<file path="config.mk">
export PLATFORM = sky130hd
export DESIGN_NAME = json_string_unescape_utf8_core_flat
export DESIGN_NICKNAME = d
export VERILOG_FILES = /design/src/design/jsu_pkg.sv /design/src/design/jsu_in_if.sv /design/src/design/jsu_out_if.sv /design/src/design/json_string_unescape_utf8_core.sv /design/src/design/jsu_front.sv /design/src/design/jsu_fifo.sv /design/src/design/jsu_back.sv /design/src/flat_wrapper.sv
export SDC_FILE = /design/constraint.sdc
export NUM_CORES = 1
export LEC_CHECK = 0
export BUFFER_PORTS_ARGS = -buffer_cell sky130_fd_sc_hd__buf_4
export CAP_MARGIN = 25
export CORE_ASPECT_RATIO = 0.75
export CORE_UTILIZATION = 23
export CTS_CLUSTER_SIZE = 20
export DETAILED_ROUTE_END_ITERATION = 10
export REMOVE_ABC_BUFFERS = 1
export SLEW_MARGIN = 20
export SYNTH_ARGS = -nofsm -noshare
export SYNTH_HDL_FRONTEND = slang
export SYNTH_SLANG_ARGS = --single-unit
</file>
<file path="constraint.sdc">
create_clock -name clk_i -period 4.2 [get_ports clk_i]
set_input_delay 0.42 -clock clk_i [delete_from_list [all_inputs] [get_ports clk_i]]
set_output_delay 0.42 -clock clk_i [all_outputs]
set_load 0.02 [all_outputs]
</file>
<file path="src/design/jsu_pkg.sv">
// shared types, codes and helper functions of the json string unescaper
`default_nettype none

package jsu_pkg;

  // default width of the decoded length counter
  localparam int unsigned LengthBitsDefault = 16;
  // default depth of the job queue between front and back
  localparam int unsigned QueueDepthDefault = 2;
  // width of the reported length field
  localparam int unsigned RepLenBits = 16;

  // result kinds
  localparam logic [3:0] KindData      = 4'd0;
  localparam logic [3:0] KindQuoteEnd  = 4'd1;
  localparam logic [3:0] KindZeroEnd   = 4'd2;
  localparam logic [3:0] KindNoOpen    = 4'd3;
  localparam logic [3:0] KindCtrl      = 4'd4;
  localparam logic [3:0] KindBadEsc    = 4'd5;
  localparam logic [3:0] KindBadHex    = 4'd6;
  localparam logic [3:0] KindNoLow     = 4'd7;
  localparam logic [3:0] KindBadLow    = 4'd8;

  // source characters
  localparam logic [7:0] ChQuote = 8'h22;
  localparam logic [7:0] ChBslash = 8'h5C;
  localparam logic [7:0] ChSlash = 8'h2F;
  localparam logic [7:0] ChLowB = 8'h62;
  localparam logic [7:0] ChLowF = 8'h66;
  localparam logic [7:0] ChLowN = 8'h6E;
  localparam logic [7:0] ChLowR = 8'h72;
  localparam logic [7:0] ChLowT = 8'h74;
  localparam logic [7:0] ChLowU = 8'h75;
  localparam logic [7:0] ChSpace = 8'h20;

  // one accepted byte's worth of results, 1 to 4 beats
  typedef struct packed {
    logic [1:0]            n_m1;     // beats minus one
    logic [3:0]            kind;
    logic [3:0][7:0]       bytes;    // bytes[0] leaves first
    logic [RepLenBits-1:0] len;
  } job_t;

  typedef struct packed {
    logic       ok;
    logic [3:0] val;
  } hex_t;

  typedef struct packed {
    logic [1:0]      n_m1;
    logic [3:0][7:0] bytes;
  } utf8_t;

  function automatic hex_t hex_decode(input logic [7:0] c);
    hex_t h;
    h.ok  = 1'b1;
    h.val = 4'd0;
    if (c >= 8'h30 && c <= 8'h39) begin
      h.val = 4'(c - 8'h30);
    end else if (c >= 8'h41 && c <= 8'h46) begin
      h.val = 4'(c - 8'h37);
    end else if (c >= 8'h61 && c <= 8'h66) begin
      h.val = 4'(c - 8'h57);
    end else begin
      h.ok = 1'b0;
    end
    return h;
  endfunction

  function automatic utf8_t utf8_encode(input logic [20:0] cp);
    utf8_t e;
    e.bytes = '0;
    if (cp <= 21'h7F) begin
      e.n_m1     = 2'd0;
      e.bytes[0] = cp[7:0];
    end else if (cp <= 21'h7FF) begin
      e.n_m1     = 2'd1;
      e.bytes[0] = {3'b110, cp[10:6]};
      e.bytes[1] = {2'b10, cp[5:0]};
    end else if (cp <= 21'hFFFF) begin
      e.n_m1     = 2'd2;
      e.bytes[0] = {4'b1110, cp[15:12]};
      e.bytes[1] = {2'b10, cp[11:6]};
      e.bytes[2] = {2'b10, cp[5:0]};
    end else begin
      e.n_m1     = 2'd3;
      e.bytes[0] = {5'b11110, cp[20:18]};
      e.bytes[1] = {2'b10, cp[17:12]};
      e.bytes[2] = {2'b10, cp[11:6]};
      e.bytes[3] = {2'b10, cp[5:0]};
    end
    return e;
  endfunction

endpackage

`default_nettype wire

</file>
<file path="src/design/jsu_in_if.sv">
// source byte channel
`default_nettype none

interface jsu_in_if;
  logic       valid;
  logic       ready;
  logic [7:0] in_byte;

  modport source (output valid, output in_byte, input ready);
  modport sink (input valid, input in_byte, output ready);
endinterface

`default_nettype wire

</file>
<file path="src/design/jsu_out_if.sv">
// decoded result channel
`default_nettype none

interface jsu_out_if;
  logic        valid;
  logic        ready;
  logic [3:0]  kind;
  logic [7:0]  out_byte;
  logic        run_last;
  logic [15:0] decoded_length;

  modport source (output valid, output kind, output out_byte, output run_last,
                  output decoded_length, input ready);
  modport sink (input valid, input kind, input out_byte, input run_last,
                input decoded_length, output ready);
endinterface

`default_nettype wire

</file>
<file path="src/design/json_string_unescape_utf8_core.sv">
// top level of the json string unescaper with utf-8 output
`default_nettype none

// Decodes one JSON string literal per run, one source byte per beat on in_i,
// starting at the opening quote, and gives UTF-8 bytes and end or error beats
// on out_o. The front parser takes one source byte every cycle while the job
// queue has room; each byte that causes results pushes one job of 1 to 4 beats.
// The back drains jobs at one beat per cycle while the sink is ready, through a
// registered output stage, so a \u escape whose code point needs k UTF-8 bytes
// gives k output beats; since such an escape spends at least six source bytes,
// sustained input keeps one byte per cycle while the sink is ready. An accepted
// byte's first result beat is registered in the job queue, then in the output
// stage. A closing quote or a zero byte reports the decoded length (saturating);
// any error reports its kind and the block goes back to await an opening quote.
module json_string_unescape_utf8_core #(
  parameter int unsigned LENGTH_BITS = jsu_pkg::LengthBitsDefault,
  parameter int unsigned QUEUE_DEPTH = jsu_pkg::QueueDepthDefault
) (
  input  wire logic clk_i,
  input  wire logic rst_ni,
  jsu_in_if.sink    in_i,
  jsu_out_if.source out_o
);
  import jsu_pkg::*;

  // jobs between parser and output stage
  logic full;
  logic empty;
  logic push;
  logic pop;
  job_t push_job;
  job_t head_job;

  // parser: phase, hex digits, surrogate units and the running length
  jsu_front #(
    .LENGTH_BITS(LENGTH_BITS)
  ) u_front (
    .clk_i (clk_i),
    .rst_ni(rst_ni),
    .in_i  (in_i),
    .full_i(full),
    .push_o(push),
    .job_o (push_job)
  );

  // decouples parsing from output stalls
  jsu_fifo #(
    .DEPTH(QUEUE_DEPTH)
  ) u_fifo (
    .clk_i  (clk_i),
    .rst_ni (rst_ni),
    .push_i (push),
    .job_i  (push_job),
    .full_o (full),
    .empty_o(empty),
    .pop_i  (pop),
    .job_o  (head_job)
  );

  // one result beat per cycle, held while the sink stalls
  jsu_back u_back (
    .clk_i  (clk_i),
    .rst_ni (rst_ni),
    .empty_i(empty),
    .job_i  (head_job),
    .pop_o  (pop),
    .out_o  (out_o)
  );

endmodule

`default_nettype wire

</file>
<file path="src/design/jsu_front.sv">
// parser front: accepts source bytes, tracks escape state, builds result jobs
`default_nettype none

module jsu_front #(
  parameter int unsigned LENGTH_BITS = 16
) (
  input  wire logic          clk_i,
  input  wire logic          rst_ni,
  jsu_in_if.sink             in_i,
  input  wire logic          full_i,
  output logic               push_o,
  output jsu_pkg::job_t      job_o
);
  import jsu_pkg::*;

  localparam logic [2:0] PhIdle = 3'd0;
  localparam logic [2:0] PhStr  = 3'd1;
  localparam logic [2:0] PhEsc  = 3'd2;
  localparam logic [2:0] PhHex1 = 3'd3;
  localparam logic [2:0] PhBsl  = 3'd4;
  localparam logic [2:0] PhLowU = 3'd5;
  localparam logic [2:0] PhHex2 = 3'd6;

  localparam logic [LENGTH_BITS-1:0] LenMax = '1;

  logic [2:0]             phase_q, phase_d;
  logic [1:0]             hex_cnt_q, hex_cnt_d;
  logic [15:0]            unit1_q, unit1_d;
  logic [15:0]            unit2_q, unit2_d;
  logic [LENGTH_BITS-1:0] len_q, len_d;
  logic [LENGTH_BITS:0]   len_sum;
  logic [2:0]             len_add;
  logic                   len_clr;
  logic [RepLenBits-1:0]  len_rep;
  logic                   fire;
  logic                   emit;
  job_t                   job;
  hex_t                   hv;
  logic [15:0]            u1_new, u2_new;
  utf8_t                  enc;
  logic [7:0]             c;

  assign in_i.ready = !full_i;
  assign fire       = in_i.valid && !full_i;
  assign c          = in_i.in_byte;

  // reported length saturates at the field maximum
  if (LENGTH_BITS > RepLenBits) begin : g_len_wide
    assign len_rep = (|len_q[LENGTH_BITS-1:RepLenBits]) ? '1 : len_q[RepLenBits-1:0];
  end else if (LENGTH_BITS == RepLenBits) begin : g_len_same
    assign len_rep = len_q;
  end else begin : g_len_narrow
    assign len_rep = {{(RepLenBits-LENGTH_BITS){1'b0}}, len_q};
  end

  assign hv     = hex_decode(c);
  assign u1_new = {unit1_q[11:0], hv.val};
  assign u2_new = {unit2_q[11:0], hv.val};

  always_comb begin
    phase_d   = phase_q;
    hex_cnt_d = hex_cnt_q;
    unit1_d   = unit1_q;
    unit2_d   = unit2_q;
    len_add   = 3'd0;
    len_clr   = 1'b0;
    emit      = 1'b0;
    job       = '0;
    enc       = '0;
    unique case (phase_q)
      PhIdle: begin
        if (c == ChQuote) begin
          phase_d = PhStr;
          len_clr = 1'b1;
        end else begin
          emit     = 1'b1;
          job.kind = KindNoOpen;
        end
      end
      PhStr: begin
        if (c == 8'h00) begin
          emit     = 1'b1;
          job.kind = KindZeroEnd;
          job.len  = len_rep;
          phase_d  = PhIdle;
        end else if (c < ChSpace) begin
          emit     = 1'b1;
          job.kind = KindCtrl;
          phase_d  = PhIdle;
        end else if (c == ChBslash) begin
          phase_d = PhEsc;
        end else if (c == ChQuote) begin
          emit     = 1'b1;
          job.kind = KindQuoteEnd;
          job.len  = len_rep;
          phase_d  = PhIdle;
        end else begin
          emit         = 1'b1;
          job.bytes[0] = c;
          len_add      = 3'd1;
        end
      end
      PhEsc: begin
        phase_d      = PhStr;
        emit         = 1'b1;
        len_add      = 3'd1;
        unique case (c)
          ChQuote, ChBslash, ChSlash: job.bytes[0] = c;
          ChLowB: job.bytes[0] = 8'h08;
          ChLowF: job.bytes[0] = 8'h0C;
          ChLowN: job.bytes[0] = 8'h0A;
          ChLowR: job.bytes[0] = 8'h0D;
          ChLowT: job.bytes[0] = 8'h09;
          ChLowU: begin
            emit      = 1'b0;
            len_add   = 3'd0;
            phase_d   = PhHex1;
            hex_cnt_d = 2'd0;
            unit1_d   = '0;
          end
          default: begin
            len_add  = 3'd0;
            job.kind = KindBadEsc;
            phase_d  = PhIdle;
          end
        endcase
      end
      PhHex1: begin
        if (!hv.ok) begin
          emit     = 1'b1;
          job.kind = KindBadHex;
          phase_d  = PhIdle;
        end else begin
          unit1_d = u1_new;
          if (hex_cnt_q != 2'd3) begin
            hex_cnt_d = hex_cnt_q + 2'd1;
          end else begin
            hex_cnt_d = 2'd0;
            if (u1_new[15:10] == 6'b110110) begin
              // high surrogate, a low one must follow
              phase_d = PhBsl;
            end else begin
              enc       = utf8_encode({5'd0, u1_new});
              emit      = 1'b1;
              job.n_m1  = enc.n_m1;
              job.bytes = enc.bytes;
              len_add   = {1'b0, enc.n_m1} + 3'd1;
              phase_d   = PhStr;
            end
          end
        end
      end
      PhBsl: begin
        if (c == ChBslash) begin
          phase_d = PhLowU;
        end else begin
          emit     = 1'b1;
          job.kind = KindNoLow;
          phase_d  = PhIdle;
        end
      end
      PhLowU: begin
        if (c == ChLowU) begin
          phase_d   = PhHex2;
          hex_cnt_d = 2'd0;
          unit2_d   = '0;
        end else begin
          emit     = 1'b1;
          job.kind = KindNoLow;
          phase_d  = PhIdle;
        end
      end
      PhHex2: begin
        if (!hv.ok) begin
          emit     = 1'b1;
          job.kind = KindBadHex;
          phase_d  = PhIdle;
        end else begin
          unit2_d = u2_new;
          if (hex_cnt_q != 2'd3) begin
            hex_cnt_d = hex_cnt_q + 2'd1;
          end else begin
            hex_cnt_d = 2'd0;
            if (u2_new[15:10] != 6'b110111) begin
              emit     = 1'b1;
              job.kind = KindBadLow;
              phase_d  = PhIdle;
            end else begin
              enc       = utf8_encode({1'b0, unit1_q[9:0], u2_new[9:0]} + 21'h10000);
              emit      = 1'b1;
              job.n_m1  = enc.n_m1;
              job.bytes = enc.bytes;
              len_add   = {1'b0, enc.n_m1} + 3'd1;
              phase_d   = PhStr;
            end
          end
        end
      end
      default: begin
        phase_d = PhIdle;
      end
    endcase
  end

  // saturating length add, at most four per byte
  assign len_sum = {1'b0, len_q} + (LENGTH_BITS+1)'(len_add);
  always_comb begin
    if (len_clr) begin
      len_d = '0;
    end else if (len_sum[LENGTH_BITS]) begin
      len_d = LenMax;
    end else begin
      len_d = len_sum[LENGTH_BITS-1:0];
    end
  end

  assign push_o = fire && emit;
  assign job_o  = job;

  always_ff @(posedge clk_i or negedge rst_ni) begin
    if (!rst_ni) begin
      phase_q   <= PhIdle;
      hex_cnt_q <= 2'd0;
      unit1_q   <= '0;
      unit2_q   <= '0;
      len_q     <= '0;
    end else if (fire) begin
      phase_q   <= phase_d;
      hex_cnt_q <= hex_cnt_d;
      unit1_q   <= unit1_d;
      unit2_q   <= unit2_d;
      len_q     <= len_d;
    end
  end

endmodule

`default_nettype wire

</file>
<file path="src/design/jsu_fifo.sv">
// short job queue between parser front and output back
`default_nettype none

module jsu_fifo #(
  parameter int unsigned DEPTH = 2
) (
  input  wire logic          clk_i,
  input  wire logic          rst_ni,
  input  wire logic          push_i,
  input  wire jsu_pkg::job_t job_i,
  output logic               full_o,
  output logic               empty_o,
  input  wire logic          pop_i,
  output jsu_pkg::job_t      job_o
);
  import jsu_pkg::*;

  localparam int unsigned PtrBits = (DEPTH > 1) ? $clog2(DEPTH) : 1;
  localparam int unsigned CntBits = $clog2(DEPTH + 1);
  localparam logic [PtrBits-1:0] PtrLast = PtrBits'(DEPTH - 1);
  localparam logic [CntBits-1:0] CntFull = CntBits'(DEPTH);

  job_t               mem_q [DEPTH];
  logic [PtrBits-1:0] wr_ptr_q, rd_ptr_q;
  logic [CntBits-1:0] cnt_q;
  logic               do_push, do_pop;

  assign full_o  = (cnt_q == CntFull);
  assign empty_o = (cnt_q == '0);
  assign do_push = push_i && !full_o;
  assign do_pop  = pop_i && !empty_o;
  assign job_o   = mem_q[rd_ptr_q];

  always_ff @(posedge clk_i) begin
    if (do_push) begin
      mem_q[wr_ptr_q] <= job_i;
    end
  end

  always_ff @(posedge clk_i or negedge rst_ni) begin
    if (!rst_ni) begin
      wr_ptr_q <= '0;
      rd_ptr_q <= '0;
      cnt_q    <= '0;
    end else begin
      if (do_push) begin
        wr_ptr_q <= (wr_ptr_q == PtrLast) ? '0 : wr_ptr_q + PtrBits'(1);
      end
      if (do_pop) begin
        rd_ptr_q <= (rd_ptr_q == PtrLast) ? '0 : rd_ptr_q + PtrBits'(1);
      end
      if (do_push && !do_pop) begin
        cnt_q <= cnt_q + CntBits'(1);
      end else if (do_pop && !do_push) begin
        cnt_q <= cnt_q - CntBits'(1);
      end
    end
  end

endmodule

`default_nettype wire

</file>
<file path="src/design/jsu_back.sv">
// output back: walks each job one beat at a time into the output register
`default_nettype none

module jsu_back (
  input  wire logic          clk_i,
  input  wire logic          rst_ni,
  input  wire logic          empty_i,
  input  wire jsu_pkg::job_t job_i,
  output logic               pop_o,
  jsu_out_if.source          out_o
);
  import jsu_pkg::*;

  logic                  valid_q;
  logic [3:0]            kind_q;
  logic [7:0]            byte_q;
  logic                  last_q;
  logic [RepLenBits-1:0] len_q;
  logic [1:0]            idx_q;
  logic                  load;
  logic                  take;
  logic                  is_last;

  assign load    = !valid_q || out_o.ready;
  assign take    = load && !empty_i;
  assign is_last = (idx_q == job_i.n_m1);
  assign pop_o   = take && is_last;

  always_ff @(posedge clk_i or negedge rst_ni) begin
    if (!rst_ni) begin
      valid_q <= 1'b0;
      idx_q   <= 2'd0;
    end else if (load) begin
      valid_q <= !empty_i;
      if (take) begin
        idx_q <= is_last ? 2'd0 : idx_q + 2'd1;
      end
    end
  end

  always_ff @(posedge clk_i) begin
    if (take) begin
      kind_q <= job_i.kind;
      byte_q <= job_i.bytes[idx_q];
      last_q <= is_last;
      len_q  <= job_i.len;
    end
  end

  assign out_o.valid          = valid_q;
  assign out_o.kind           = kind_q;
  assign out_o.out_byte       = byte_q;
  assign out_o.run_last       = last_q;
  assign out_o.decoded_length = len_q;

endmodule

`default_nettype wire
</file>
<file path="src/flat_wrapper.sv">
// flat-port wrapper written by rule: the top's interface ports become plain ports
module json_string_unescape_utf8_core_flat import jsu_pkg::*;
#(
  parameter int unsigned LENGTH_BITS = jsu_pkg::LengthBitsDefault,
  parameter int unsigned QUEUE_DEPTH = jsu_pkg::QueueDepthDefault
)
  (clk_i, rst_ni, in_i_valid, in_i_in_byte, in_i_ready, out_o_valid, out_o_kind, out_o_out_byte, out_o_run_last, out_o_decoded_length, out_o_ready);
  jsu_in_if in_i_i ();
  jsu_out_if out_o_i ();
  input  wire logic clk_i;
  input  wire logic rst_ni;
  input wire logic [$bits(in_i_i.valid)-1:0] in_i_valid;
  input wire logic [$bits(in_i_i.in_byte)-1:0] in_i_in_byte;
  output wire logic [$bits(in_i_i.ready)-1:0] in_i_ready;
  output wire logic [$bits(out_o_i.valid)-1:0] out_o_valid;
  output wire logic [$bits(out_o_i.kind)-1:0] out_o_kind;
  output wire logic [$bits(out_o_i.out_byte)-1:0] out_o_out_byte;
  output wire logic [$bits(out_o_i.run_last)-1:0] out_o_run_last;
  output wire logic [$bits(out_o_i.decoded_length)-1:0] out_o_decoded_length;
  input wire logic [$bits(out_o_i.ready)-1:0] out_o_ready;
  assign in_i_i.valid = in_i_valid;
  assign in_i_i.in_byte = in_i_in_byte;
  assign in_i_ready = in_i_i.ready;
  assign out_o_valid = out_o_i.valid;
  assign out_o_kind = out_o_i.kind;
  assign out_o_out_byte = out_o_i.out_byte;
  assign out_o_run_last = out_o_i.run_last;
  assign out_o_decoded_length = out_o_i.decoded_length;
  assign out_o_i.ready = out_o_ready;
  json_string_unescape_utf8_core #(.LENGTH_BITS(LENGTH_BITS), .QUEUE_DEPTH(QUEUE_DEPTH)) u_core (.clk_i(clk_i), .rst_ni(rst_ni), .in_i(in_i_i), .out_o(out_o_i));
endmodule
</file>
==> flow_summary.yaml, run 1 <==
status:
  status: "completed"
floorplanning:
  io_pins: 43
  dieHeight_um: 175
  fp.dieW_um: 232
  initial_core_util_pct: 23.6
  die_area_um2: 40500
  core_area_um2: 38700
  rows: 62
clock_tree:
  ctsHoldBuffers: 0
  numClockSinks: 181
  htreeDepth: 4
  path_clk_slew_ns: 0.07
  clk_path_buf_depth: 2
  cts_buffers: 17
  cts_root_buf: "clkbuf_16"
  clock_latency_ns: 0.44
  tritoncts: "done"
yosys:
  syn_area_um2: 9130
  ys_seq_elements: 181
  ys_seq_area_share_pct: 56.7
  syn_avg_cell_area_um2: 11.9
  ys_warn_count: 0
  yosys-top-cells-area: "edfxtp_1 42%, dfrtp_1 14%, mux2_2 3.9%, mux4_2 3.5%, nand2_1 3.3%"
  ys_async_sr_fraction_pct: 28.7
  yosys.area.top_type: "edfxtp_1"
  syn_inst: 769
  ys_types: 73
  synth_edf_count: 129
  synth_top_area_share_pct: 42.4
  ys.flop_type: "edfxtp_1"
worst_setup_path:
  cpMostUsedCell: "and3_4"
  slowest_stage: "or3b_4"
  path_cells: "buf_6 -> or3b_4 -> nor4_4 -> o2bb2ai_4 -> buf_6 -> nor4_4 -> mux2i_2 -> nor2b_1 -> o21ai_1 -> o2111ai_2 -> ha_2 -> fa_2 -> and2_4 -> o2111a_1 -> and3_4 -> and3_4 -> and3_4 -> nand3_4 -> o31ai_4 -> a22o_1"
  worstSetupPathType: "in -> reg"
  endpoint_kind: "flip-flop"
  cp.required_ns: 4.52
  path_delay_family: "simple AND/OR/NAND/NOR gates"
  worst-path-buf-inv: 2
  slowest_delay_ns: 0.43
  start_kind: "primary input"
  cp_max_fo: 6
  cp.arrival_ns: 4.49
timing:
  rsz0062_at_grt: "yes"
  setup_ws_ns: 0.0214
  max_slew_margin_pct: 40.0
  setup_viol: 0
  finalHoldViolations: 0
  tightest_slew_ns: 0.891
  layout_min_cycle_time_ns: 4.18
  fmax_ghz: 0.239
  slew_viol_final: 0
  finClkSkew_ns: 0.0169
  setup_tns_ns: 0
  fin_crit_sh_pct: 99.5
hold_path:
  hold_path_class: "in -> async"
power:
  total_power_mw: 6.32
  peakVddDrop_uv: 286
  p_leak_nw: 4.42
  power_density_nw_per_um2: 539
place:
  pre_cts_ws_ns: -0.996
  dpl.hpwl_um: 17600
  place.gp.congestion: 0.919
  dp.cells: 1394
  numPortBuffers: 42
grt:
  grt_use_met2_pct: 16.4
  antenna_found_initial: 0
  grt_pass1_vias: 6532
  grt_use_met1_pct: 19.4
  grt_max_degree: 53
  grt_use_total_pct: 12.3
  top_usage_layer: "met1"
  grt_first_pass_wirelength_um: 38400
  overflow: 0
  grtUsageMet3_pct: 3.08
final_layout:
  num-nets-final: 934
  nFillCells: 3879
  drive_above_1_share_pct: 31.1
  final_util_pct: 30.3
  final_cells: 1432
  areaGrowthSynthToFinish_pct: 28.3
  diodes: 0
detailed_routing:
  vias: 6874
  final_antenna_net_count: 0
  drt_iter0_markers: 760
  wl_um: 24600
  drcViolationCount: 0
  vias_per_cell: 4.80
  wl_per_cell_um: 17.2
  firstDrtPassIters: 5
job:
  drv_cap: 0
timing repair:
item	in CTS	in global routing
resized for setup	26	26
pin swaps	5	21
endpoints found under the setup margin	16	16
setup buffers	1	4
routing by layer:
metal  up-vias  wire length, um
met5         -                0
met4         0              235
met3        22             1990
met2       254             9900
met1      3389            12500
li1       3209                -
report_power, final:
group	switching [mW]	leakage [nW]	internal [mW]
Clock	0.736	0.312	1.07
Combinational	0.973	2.17	0.793
Sequential	0.241	1.93	2.50
Total	1.95	4.42	4.37
cell families after synthesis:
kind of cell / synth area share [%]
xor gates and xnor gates: 0.767
buffers and inverters: 2.71
adders and majority gates: 2.14
DFF: 56.7
AOI/OAI and AO/OA: 13.9
muxes: 8.70
and+or+nand+nor: 15.1
sequential cells by signal (all words and copies together) (netlist names), 2 cells and up:
signal and count:
u_core.u_fifo.mem_q 100, u_core.u_back.out_o.decoded_length 16, u_core.u_front.len_q 16, u_core.u_front.unit1_q 12, u_core.u_front.unit2_q 12, u_core.u_back.out_o.out_byte 8
u_core.u_back.out_o.kind 4, u_core.u_front.phase_q 3, u_core.u_back.idx_q 2, u_core.u_fifo.cnt_q 2, u_core.u_front.hex_cnt_q 2
stage by stage:
stage,hold slack [ns],instance area [um^2]
floorplan,0.124,8970
detailed placement,0.474,10800
finish,0.0343,11700
CTS,0.0756,11600
global placement,0.462,10800
global route,0.0878,11700
path summary, 6_finish.rpt:
path / start / slack, ns / end / depth (start not counted)
worst max register to register: u_core.u_front.unit1_q[4] / 0.10 / u_core.u_front.len_q[5] / 18
worst min-delay path: rst_ni / 0.03 / u_core.u_front.phase_q[1] / 1
worst min register to register: u_core.u_front.unit2_q[9] / 0.48 / u_core.u_front.unit2_q[9] / 2
max in group asynchronous: rst_ni / 3.60 / u_core.u_fifo.rd_ptr_q / 1
worst max-delay path: in_i_in_byte[7] / 0.02 / u_core.u_front.len_q[5] / 20
min in group clk_i: out_o_ready / 0.26 / u_core.u_back.out_o.valid / 3
cell usage after synthesis (5+ instances only):
library cell and n:
clkbuf_1 33, nand2b_1 11, inv_1 20, mux2i_1 9, a221oi_1 5, nor3_1 13
xnor2_1 5, o21ai_0 55, nand4_1 8, nand2_1 80, mux2_2 32, o22ai_1 6
a22oi_1 6, and3_1 11, or3_1 5, nor3b_1 5, nor2b_1 5, a21oi_1 31
edfxtp_1 129, nor2_1 44, a31oi_1 6, and2_1 27, nand3_1 16, o31ai_1 17
o211ai_1 6, ha_1 14, dfrtp_1 52, a22o_1 15, mux4_2 14
layout by cell type, fill, tap and decap left out, types with 15 or more instances in the layout:
cell type	n
a21oi_1	30
a22o_1	15
and2_1	25
buf_4	152
clkbuf_16	17
dfrtp_1	51
edfxtp_1	129
inv_1	18
mux2_2	32
nand2_1	80
nand3_1	15
nor2_1	41
o21ai_0	47
o31ai_1	15
final cells by class:
| type | count | area [um^2] | area share (%) |
|---|---|---|---|
| inverters | 21 | 81.3 | 0.694 |
| flip-flops and latches | 181 | 5180 | 44.2 |
| multi-input cells | 526 | 3930 | 33.5 |
| repair buffers | 160 | 1240 | 10.6 |
| well taps | 512 | 641 | 5.46 |
| clock buffers | 19 | 433 | 3.69 |
| clock inverters | 13 | 219 | 1.87 |
(Power assumes the default switching activity.)
==> run 2: changes to the inputs <==
- REMOVE_ABC_BUFFERS: 1 -> unset
- clock period: 4.2 -> 3.4 ns (I/O delays scaled with it)
==> flow_summary.yaml, run 2 (synthesis results as in run 1) <==
final_layout:
  drive_above_1_share_pct: 35.7
  largest_register_ffs: 100
  mostFrequentLayoutCell: "buf_4"
  nFillCells: 3864
  largest_register: "u_core.u_fifo.mem_q"
  num-nets-final: 975
  areaGrowthSynthToFinish_pct: 32.5
  final_util_pct: 31.3
  diodes: 0
  final_cell_mix: "192 x buf_4, 129 x edfxtp_1, 80 x nand2_1, 51 x dfrtp_1"
  final_area_um2: 12100
worst_setup_path:
  cp.arrival_ns: 4.30
  cpMostUsedCell: "and3_4"
  reg2reg_depth: 18
  r2r_slack_ns: -0.51
  slowest_delay_ns: 0.35
  r2r-end: "u_core.u_front.len_q[3]"
  path_cells: "buf_6 -> clkinvlp_4 -> ha_4 -> o21bai_4 -> or3_4 -> o2bb2ai_4 -> nor4_4 -> mux2_4 -> nor2b_4 -> o21ai_2 -> o2111ai_2 -> ha_2 -> fa_2 -> and2_4 -> o2111a_2 -> and3_4 -> and3_4 -> and3_4 -> nand3_4 -> o21ai_1 -> a22o_1"
  start_kind: "primary input"
  worstSetupPathType: "in -> reg"
  slowest_stage: "or3_4"
  cp_max_fo: 6
  cp.required_ns: 3.71
  rr_startpoint: "u_core.u_front.unit1_q[6]"
  endpoint_kind: "flip-flop"
clock_tree:
  clk_path_buf_depth: 2
  cts_root_buf: "clkbuf_16"
  cts_buffers: 17
  clock_latency_ns: 0.43
  htreeDepth: 4
  path_clk_slew_ns: 0.06
  tritoncts: "done"
  numClockSinks: 181
timing:
  slew_viol_final: 0
  rsz0062_at_grt: "yes"
  setup_viol: 16
  setup_ws_ns: -0.589
  max_slew_margin_pct: 49.9
  layout_min_cycle_time_ns: 3.99
  tightest_slew_ns: 0.751
  fin_crit_sh_pct: 117
  finalHoldViolations: 0
  finClkSkew_ns: 0.0156
  fmax_ghz: 0.251
hold_path:
  holdPathStages: 3
  hp-start: "out_o_ready"
  whs_endpoint: "u_core.u_back.out_o.valid"
  hold_path_class: "in -> reg"
detailed_routing:
  wl_per_cell_um: 17.5
  drcViolationCount: 0
  vias: 7045
  firstDrtPassIters: 5
  final_antenna_net_count: 0
  wl_um: 25700
  drt_iter0_markers: 726
  vias_per_cell: 4.78
job:
  drv_cap: 0
grt:
  grt_first_pass_wirelength_um: 40300
  antenna_found_initial: 0
  grt_max_degree: 53
  grt_pass1_vias: 6769
  grt_use_total_pct: 13.0
  overflow: 0
yosys:
  syn_nets: 796
floorplanning:
  initial_core_util_pct: 23.6
  dieHeight_um: 175
  core_area_um2: 38700
  io_pins: 43
  fp.dieW_um: 232
  die_area_um2: 40500
  rows: 62
place:
  numPortBuffers: 42
  placed_area_um2: 11200
  place.gp.congestion: 0.923
  dpl.hpwl_um: 19000
status:
  violations: "setup timing"
  status: "finished with violations"
power:
  p_leak_nw: 4.60
  peakVddDrop_uv: 349
  power_density_nw_per_um2: 635
run 2: cell count changes in the layout (fill, tap and decap cells not counted), moves of 2 or more:
cell,before,now
clkbuf_8,0,2
inv_8,2,4
a21oi_2,2,8
bufinv_16,5,1
o21ai_1,7,10
a21oi_1,30,24
buf_6,5,3
o21ai_2,3,6
o21ai_0,47,41
buf_12,2,5
buf_4,152,192
run 2: what timing repair did:
| action | in CTS | in global routing |
|---|---|---|
| setup buffers | 7 | 6 |
| hold buffers | 1 | 0 |
| setup endpoints to repair | 16 | 16 |
| gates resized for setup | 22 | 25 |
| hold endpoints to repair | 21 | 0 |
| pin swaps | 9 | 13 |
run 2: stage by stage:
| step | instances | hold WS, ns | setup TNS (ns) | setup slack (ns) | power (mW) |
|---|---|---|---|---|---|
| final | 1473 | 0.229 | -8.51 | -0.589 | 7.69 |
| after global routing | 1473 | 0.240 | -10.63 | -0.712 | 8.10 |
| after CTS | 1468 | 0.230 | -8.43 | -0.578 | 7.76 |
| after detailed placement | 1429 | 0.465 | -17.84 | -1.17 | 5.75 |
| after global placement | 1429 | 0.452 | -15.94 | -1.04 | 5.71 |
| after floorplan | 769 | 0.0444 | -11.93 | -0.857 | 4.74 |
run 2: power breakdown:
part | leakage, nW | switching, mW | internal, mW
registers | 1.94 | 0.243 | 3.09
clock network | 0.288 | 0.904 | 1.08
logic | 2.38 | 1.32 | 1.06
run 2: cell type report:
type / count / area (um^2) / share of cell area [%]
Timing Repair Buffer: 201 / 1590 / 13.1
Sequential cell: 181 / 5180 / 42.8
Clock inverter: 12 / 138 / 1.14
Tap cell: 512 / 641 / 5.29
Clock buffer: 20 / 457 / 3.77
Multi-Input combinational cell: 526 / 4030 / 33.2
Inverter: 21 / 85.1 / 0.703
run 2: worst max-delay path, delay by kind of cell:
family / cells / cell delay (ns)
muxes: 1 / 0.34
AOI/OAI and AO/OA: 7 / 1.06
and+or+nand+nor: 8 / 1.59
adders and majority gates: 3 / 0.74
buffers and inverters: 2 / 0.21
run 2: how the worst max path moves through the flow:
stage	startpoint	endpoint	slack (ns)	depth (start not counted)
after CTS	in_i_in_byte[1]	u_core.u_front.len_q[3]	-0.58	21
final	in_i_in_byte[1]	u_core.u_front.len_q[3]	-0.59	21
after global routing	in_i_in_byte[1]	u_core.u_front.len_q[2]	-0.71	21
after global placement	in_i_in_byte[1]	u_core.u_front.len_q[2]	-1.04	21
after floorplan	in_i_in_byte[1]	u_core.u_front.len_q[5]	-0.86	21
after detailed placement	in_i_in_byte[1]	u_core.u_front.len_q[2]	-1.17	21
run 2: metal layers:
layer | vias up | track usage (%) | wire, um
li1 | 3303 | - | -
met1 | 3482 | 20.3 | 13100
met2 | 242 | 17.0 | 10400
met3 | 18 | 3.74 | 1960
met4 | 0 | 3.13 | 283
met5 | - | 0 | 0
==> run 3: changes to the inputs <==
- ABC_AREA: unset -> 1
==> flow_summary.yaml, run 3 <==
detailed_routing:
  final_antenna_net_count: 0
  drcViolationCount: 0
  vias: 8181
  wl_um: 28900
  drt_iter0_markers: 745
  firstDrtPassIters: 5
  wl_per_cell_um: 16.3
  vias_per_cell: 4.61
yosys:
  synth_common_cells: "242 x nand2_1, 129 x edfxtp_1, 124 x inv_1, 117 x nor2_1, 83 x o21ai_0"
  ys_async_sr_fraction_pct: 28.7
  synth_compound_area_share_pct: 9.61
  synthMuxAreaShare_pct: 0.106
  synth_top_area_share_pct: 41.1
  ys_warn_count: 0
  yosysMostFrequentCell: "nand2_1"
  yosys.area.top_type: "edfxtp_1"
  syn_area_um2: 9430
  ys_seq_elements: 181
  syn_avg_cell_area_um2: 8.93
  syn_inst: 1056
  synth_edf_count: 129
  synth_top_family_by_area: "simple AND/OR/NAND/NOR gates"
  ys_types: 45
  ys.flop_type: "edfxtp_1"
  yosys-top-cells-area: "edfxtp_1 41%, dfrtp_1 14%, nand2_1 9.6%, inv_1 4.9%, nor2_1 4.7%"
  ys_seq_area_share_pct: 54.9
  synthXorXnorAreaFrac_pct: 1.02
  synth-simple-area-share_pct: 25.7
  synth_adder_area_share_pct: 2.07
  syn_nets: 1083
grt:
  grt_pass1_vias: 7791
  grt_use_total_pct: 14.1
  overflow: 0
  grt_first_pass_wirelength_um: 45200
  antenna_found_initial: 0
  grt_max_degree: 53
status:
  violations: "setup timing"
  status: "finished with violations"
final_layout:
  mostFrequentLayoutCell: "nand2_1"
  largest_register_ffs: 100
  drive_above_1_share_pct: 26.5
  diodes: 0
  final_cell_mix: "229 x nand2_1, 191 x buf_4, 129 x edfxtp_1, 114 x inv_1, 110 x nor2_1"
  final_area_um2: 12500
  areaGrowthSynthToFinish_pct: 32.4
  largest_register: "u_core.u_fifo.mem_q"
  num-nets-final: 1270
worst_setup_path:
  cp.required_ns: 3.71
  cp.arrival_ns: 3.93
  reg2reg_depth: 26
  cp_max_fo: 13
  start_kind: "flip-flop"
  endpoint_kind: "flip-flop"
  worstSetupPathType: "reg -> reg"
place:
  place.gp.congestion: 0.970
  pre_cts_ws_ns: -0.550
  numPortBuffers: 42
  placed_area_um2: 11500
  dpl.hpwl_um: 21600
timing:
  max_slew_margin_pct: 49.2
  tightest_slew_ns: 0.755
  finClkSkew_ns: 0.0147
  finalHoldViolations: 0
  layout_min_cycle_time_ns: 3.62
  setup_tns_ns: -2.67
  slew_viol_final: 0
  rsz0062_at_grt: "yes"
  setup_viol: 16
  fmax_ghz: 0.276
  fin_crit_sh_pct: 107
  setup_ws_ns: -0.224
clock_tree:
  clock_latency_ns: 0.44
  tritoncts: "done"
  clk_path_buf_depth: 2
  cts_root_buf: "clkbuf_16"
  cts_buffers: 17
  htreeDepth: 4
  numClockSinks: 181
  path_clk_slew_ns: 0.08
floorplanning:
  dieHeight_um: 177
  io_pins: 43
  core_area_um2: 40000
  rows: 63
  die_area_um2: 41800
  initial_core_util_pct: 23.6
  fp.dieW_um: 236
hold_path:
  holdPathStages: 2
  hold_path_class: "in -> reg"
power:
  power_switching_mw: 3.51
  combPwrFrac_pct: 37.9
  p_leak_nw: 5.21
  swShare_pct: 39.1
  power_density_nw_per_um2: 719
  p_seq_share_pct: 39.3
  peakVddDrop_uv: 430
  p_int_mw: 5.47
  clkPwrFrac_pct: 22.7
job:
  drv_cap: 0
-- run 3: power groups by stage --
stage | clock (mW) | combinational [mW] | sequential [mW]
6_report | 2.04 | 3.41 | 3.53
2_1_floorplan | 0 | 1.71 | 3.76
3_5_place_dp | 0 | 3.28 | 3.57
3_3_place_gp | 0 | 3.24 | 3.55
5_1_grt | 2.16 | 3.77 | 3.61
4_1_cts | 2.08 | 3.37 | 3.54
-- run 3: routing by layer --
layer	vias to the layer above	track usage, %	share of wire [%]
li1	3956	-	-
met1	3939	21.9	52
met2	277	19.8	40
met3	9	3.06	7.3
met4	0	2.40	0.44
met5	-	0	0
-- run 3: repair_timing --
action | in CTS | in global routing
endpoints found under the hold margin | 12 | 0
endpoints found under the setup margin | 16 | 16
resized for setup | 36 | 18
buffers inserted | 9 | 7
pin swaps | 37 | 16
hold buffers | 1 | 0
-- run 3: worst paths after layout --
| path | startpoint | to | slack, ns |
|---|---|---|---|
| hold reg to reg | u_core.u_fifo.cnt_q[0] | u_core.u_fifo.cnt_q[0] | 0.48 |
| hold / removal | out_o_ready | u_core.u_back.out_o.valid | 0.09 |
| setup reg to reg | u_core.u_front.unit1_q[6] | u_core.u_front.len_q[15] | -0.22 |
| max in group asynchronous | rst_ni | u_core.u_front.unit1_q[6] | 2.33 |
| min in group asynchronous | rst_ni | u_core.u_fifo.cnt_q[1] | 0.52 |
| setup / recovery | u_core.u_front.unit1_q[6] | u_core.u_front.len_q[15] | -0.22 |
-- run 3: layout make-up --
class,count,area [um^2]
Fill cell,4078,27500
Sequential cell,181,5180
Timing Repair Buffer,198,1530
Tap cell,520,651
Inverter,129,522
Clock buffer,17,425
Clock inverter,15,206
Multi-Input combinational cell,716,3970
-- run 3: metrics by stage --
| step | total power, mW | instances | hold WS (ns) | util [%] |
|---|---|---|---|---|
| floorplan | 5.47 | 1056 | 0.0444 | - |
| detailed placement | 6.85 | 1728 | 0.455 | 28.8 |
| finish | 8.98 | 1776 | 0.0888 | 31.2 |
| CTS | 8.99 | 1769 | 0.0756 | 31.0 |
| global placement | 6.79 | 1728 | 0.449 | 28.8 |
| global route | 9.54 | 1776 | 0.0795 | 31.2 |
-- run 3: critical path, stage by stage, from the launching register on --
cell,delay (ns)
dfrtp_2,0.48
ha_4,0.21
xnor2_4,0.18
nand2_2,0.09
nor2_4,0.15
buf_4,0.13
nand2_1,0.06
nor2_2,0.14
nand3_2,0.09
nand2_4,0.09
nand2_8,0.06
inv_8,0.06
nor2_8,0.03
o21ai_2,0.11
nand3_2,0.13
ha_4,0.20
fa_2,0.39
nand2_2,0.08
a21oi_2,0.06
nand2_2,0.09
nor2_4,0.05
nand3_2,0.07
inv_2,0.06
nand3_2,0.11
inv_6,0.08
o31ai_2,0.17
o21ai_1,0.10
-- run 3: kinds of logic (layout without fill, tap and decap cells) --
family / count (synthesis) / in the layout
buf+inv: 159 / 359
simple gates: 525 / 525
compound gates: 164 / 164
xor+xnor: 11 / 11
flops: 181 / 181
fa+ha+maj: 15 / 15
mux: 1 / 1
